## src/rtl/lrkm_delay.sv

```systemverilog
`timescale 1ns / 1ps
// ----------------------------------------------------------------------------
// lrkm_delay: fixed-length shift line for side data.
// Carries the drifted time and the slice fields alongside the sine pipeline.
// ----------------------------------------------------------------------------
module lrkm_delay #(
    parameter int WIDTH = 8,
    parameter int DEPTH = 4
) (
    input  logic             clk,
    input  logic [WIDTH-1:0] d,
    output logic [WIDTH-1:0] q
);

    logic [WIDTH-1:0] tap_reg [DEPTH];

    always_ff @(posedge clk)
    begin
        tap_reg[0] <= d;
        for (int i = 1; i < DEPTH; i++)
            tap_reg[i] <= tap_reg[i-1];
    end

    assign q = tap_reg[DEPTH-1];

endmodule
```

## config.mk

```make
export PLATFORM = sky130hd
export DESIGN_NAME = lrkm_delay
export DESIGN_NICKNAME = d
export VERILOG_FILES = /design/src/rtl/lrkm_delay.sv
export SDC_FILE = /design/constraint.sdc
export NUM_CORES = 1
export LEC_CHECK = 0
export BUFFER_PORTS_ARGS = -buffer_cell sky130_fd_sc_hd__buf_4
export CAP_MARGIN = 20
export CORE_MARGIN = 1.5
export CORE_UTILIZATION = 45
export CTS_CLUSTER_SIZE = 28
export DETAILED_ROUTE_END_ITERATION = 8
export PLACE_DENSITY = 0.8
export RECOVER_POWER = 100
export SLEW_MARGIN = 20
export SYNTH_ARGS = -nofsm -noshare
export SYNTH_HDL_FRONTEND = slang
export SYNTH_SLANG_ARGS = --single-unit
```

## constraint.sdc

```tcl
create_clock -name clk -period 0.8 [get_ports clk]
set_clock_uncertainty 0.15 [all_clocks]
set_input_delay 0.08 -clock clk [delete_from_list [all_inputs] [get_ports clk]]
set_output_delay 0.08 -clock clk [all_outputs]
set_load 0.02 [all_outputs]
```

# ---- After elaboration in Yosys (flattened, before gate mapping)
# Memory sizes are Yosys's and may differ from the RTL's.
# Cells that the tools add are included.
dict set report totals {
  word_cells 1
  out_inout_bits 8
  mem_count 1
  in_bits 9
  ramBits 32
  register_bits 0
}
# name words word_bits read_ports rd_clocked_by_memory_dff wr line_no
set mem_list {}
lappend mem_list {tap_reg 4 8 4 0 4 15} ;# logic [WIDTH-1:0] tap_reg [DEPTH];

# ---- Longest topological paths before layout
dict set report depth {
  depth_word 0
  depth_mapped 0
  depth_no_buf 0
}

# ---- Least setup slack after synthesis
# Ideal clock, no wire load.
dict set report synth_timing {
  path_type {flip-flop to output port}
  start {memory tap_reg[3][0]}
  end {output port q[0]}
  stages_incl_launch_ff 1
  required_time_ps 570
  arrival_ps 395
  slack_ps 175
  n_path_buf 0
  cell_sequence {dfxtp_1}
}
# item line_no
set synth_rtl {}
lappend synth_rtl {{start: declaration} 15}
lappend synth_rtl {{end: declaration} 12} ;# output logic [WIDTH-1:0] q

==> qor.csv <==
stage,metric,value,unit
run_status,status,finished with violations,
run_status,violations,negative setup slack,
sta,fin_crit_sh,122,%
logic_synthesis,yosysWarnings,0,
global_routing,grt_pass1_vias,287,
logic_synthesis,syn_area_per_cell,20.0,um^2
routing,drc,0,
clock_tree,cts_root_buf,clkbuf_4,
finish,multi_input_cells,0,
logic_synthesis,syn_inst,32,
placement,dpl_cell_area,779,um^2
power,pwr_density_cell,2830,nW/um^2
clock_tree,clk_path_buf_depth,2,
routing,detail-route-antenna-nets,0,
routing,drt-vias-per-instance,4.00,
global_routing,grt_use_total,13.4,%
routing,drt_iter0_drc,2,
floorplan,die_h,40.7,um
setup_path,cp_cell_sequence,buf_6,
finish,stdcell_area,958,um^2
logic_synthesis,synth_seq_area_share,100,%
sta,final-hold-violation-count,0,
worst_hold_path,hp-class,reg -> reg,
finish,drive_gt1_share,46.9,%
sta,rsz0062_at_grt,true,
sta,maxSlewViolCount,0,
sta,worstMarginPinSlew,86.1,ps
clock_tree,cts_setup_buffers,0,
setup_path,critPathTopFamily,flip-flops,
logic_synthesis,mappedNetlistNets,41,
finish,nFillCells,92,
flow_run,max-cap-violations,0,
setup_path,cp_max_fo,1,
finish,mostFrequentLayoutCells,"24 x dfxtp_1, 13 x clkbuf_4, 8 x dlygate4sd3_1, 8 x buf_6, 8 x dfxtp_2",
power,ir_drop,0.00164,V
finish,mostFrequentLayoutCell,dfxtp_1,
global_routing,grt-ovfl-total,0,
finish,num-nets-final,72,
floorplan,die_area,1660,um^2
clock_tree,cts_tree,done,
power,leakagePower,0.421,nW
floorplan,row_count,13,
sta,layout_setup_ws,-179,ps
setup_path,cp_num_buf_inv,1,
routing,dr.pass1.iters,2,
sta,max_freq,1.02,GHz
logic_synthesis,synth_cell_type_count,1,
floorplan,dieWidth,40.7,um
clock_tree,clkSinkCount,32,
global_routing,grt_antenna_before_repair,0,
placement,pre_cts_ws,143,ps
placement,gp_congestion,0.511,
floorplan,start_util,48.6,%
routing,via_count,316,
finish,largest_reg_flops,32,
setup_path,critical_path_class,reg -> out,
routing,wl_per_cell,8.53,um
finish,seq_area,651,um^2
floorplan,io_pins,17,
logic_synthesis,syn_area,641,um^2
clock_tree,cts_buffers,5,
placement,port_buffers,16,
sta,slew_headroom,94.3,%
global_routing,grt_pass1_wl,1170,um
sta,setup_viol,8,
sta,fin_crit,979,ps
setup_path,crit_required,570,ps
finish,multi_input_area,0,um^2
setup_path,slowest_delay,330,ps
clock_tree,ctsHtreeMaxLevel,2,
finish,areaGrowthSynthToFinish,49.6,%
logic_synthesis,ys_ff_latch,32,
routing,drt_wl_total,674,um
clock_tree,worstSkewPairLatency,300,ps
clock_tree,path_clk_slew,90,ps
setup_path,critical_path.slowest_cell,dfxtp_2,
setup_path,start_kind,flip-flop,
floorplan,core,1320,um^2
setup_path,arrival,750,ps
setup_path,cp-end-kind,primary output,
finish,diodes,0,
global_routing,grt_max_degree,10,
-- stage by stage --
stage | instances | total power, mW | setup TNS [ps] | hold WS (ps) | utilization, %
2_1_floorplan | 32 | 1.76 | 0 | -42.3 | -
4_1_cts | 79 | 2.75 | -1530 | 182 | 72.7
3_5_place_dp | 63 | 1.82 | 0 | 35.6 | 59.2
3_3_place_gp | 63 | 1.81 | 0 | 34.5 | 59.2
5_1_grt | 79 | 2.86 | -1720 | 194 | 72.7
6_report | 79 | 2.71 | -1370 | 176 | 72.7
-- kinds of logic (layout without fill, tap and decap cells) --
| group | after synthesis | count (layout) | synth area share, % |
|---|---|---|---|
| buffers and inverters | 0 | 32 | 0 |
| DFF | 32 | 32 | 100 |
-- worst paths after layout --
kind / start / slack, ps / to / depth (start not counted)
max: tap_reg[3][1]$_DFF_P_ / -180 / q[1] / 1
min: tap_reg[0][4]$_DFF_P_ / 180 / tap_reg[1][4]$_DFF_P_ / 0
max reg2reg: tap_reg[2][7]$_DFF_P_ / 240 / tap_reg[3][7]$_DFF_P_ / 0
min reg2reg: tap_reg[0][4]$_DFF_P_ / 180 / tap_reg[1][4]$_DFF_P_ / 0
-- what timing repair did --
action / CTS / global route
endpoints found under the hold margin: 8 / 0
resized for setup: 16 / 0
hold buffers: 8 / 0
setup endpoints to repair: 8 / 8
-- layer usage --
metal	routed length, um	vias up	track usage (%)
met5	0	-	0
met2	357	20	18.7
li1	-	159	-
met3	71	2	8.70
met4	11	0	17.5
met1	234	135	11.0
-- report_power, final --
group	internal (mW)	switching [mW]
combinational	0.0860	0.0426
clock	0.433	0.445
sequential	1.68	0.0217
total	2.20	0.509
-- cells in the mapped netlist --
library cell	number	share of area, %
dfxtp_1	32	100
-- final cells by class --
| type | count | share of cell area, % |
|---|---|---|
| timing repair buffer | 24 | 24.0 |
| sequential | 32 | 67.9 |
| clock buffer | 8 | 6.14 |
| tap | 15 | 1.96 |
No activity file was read; power rests on OpenSTA's default activity.
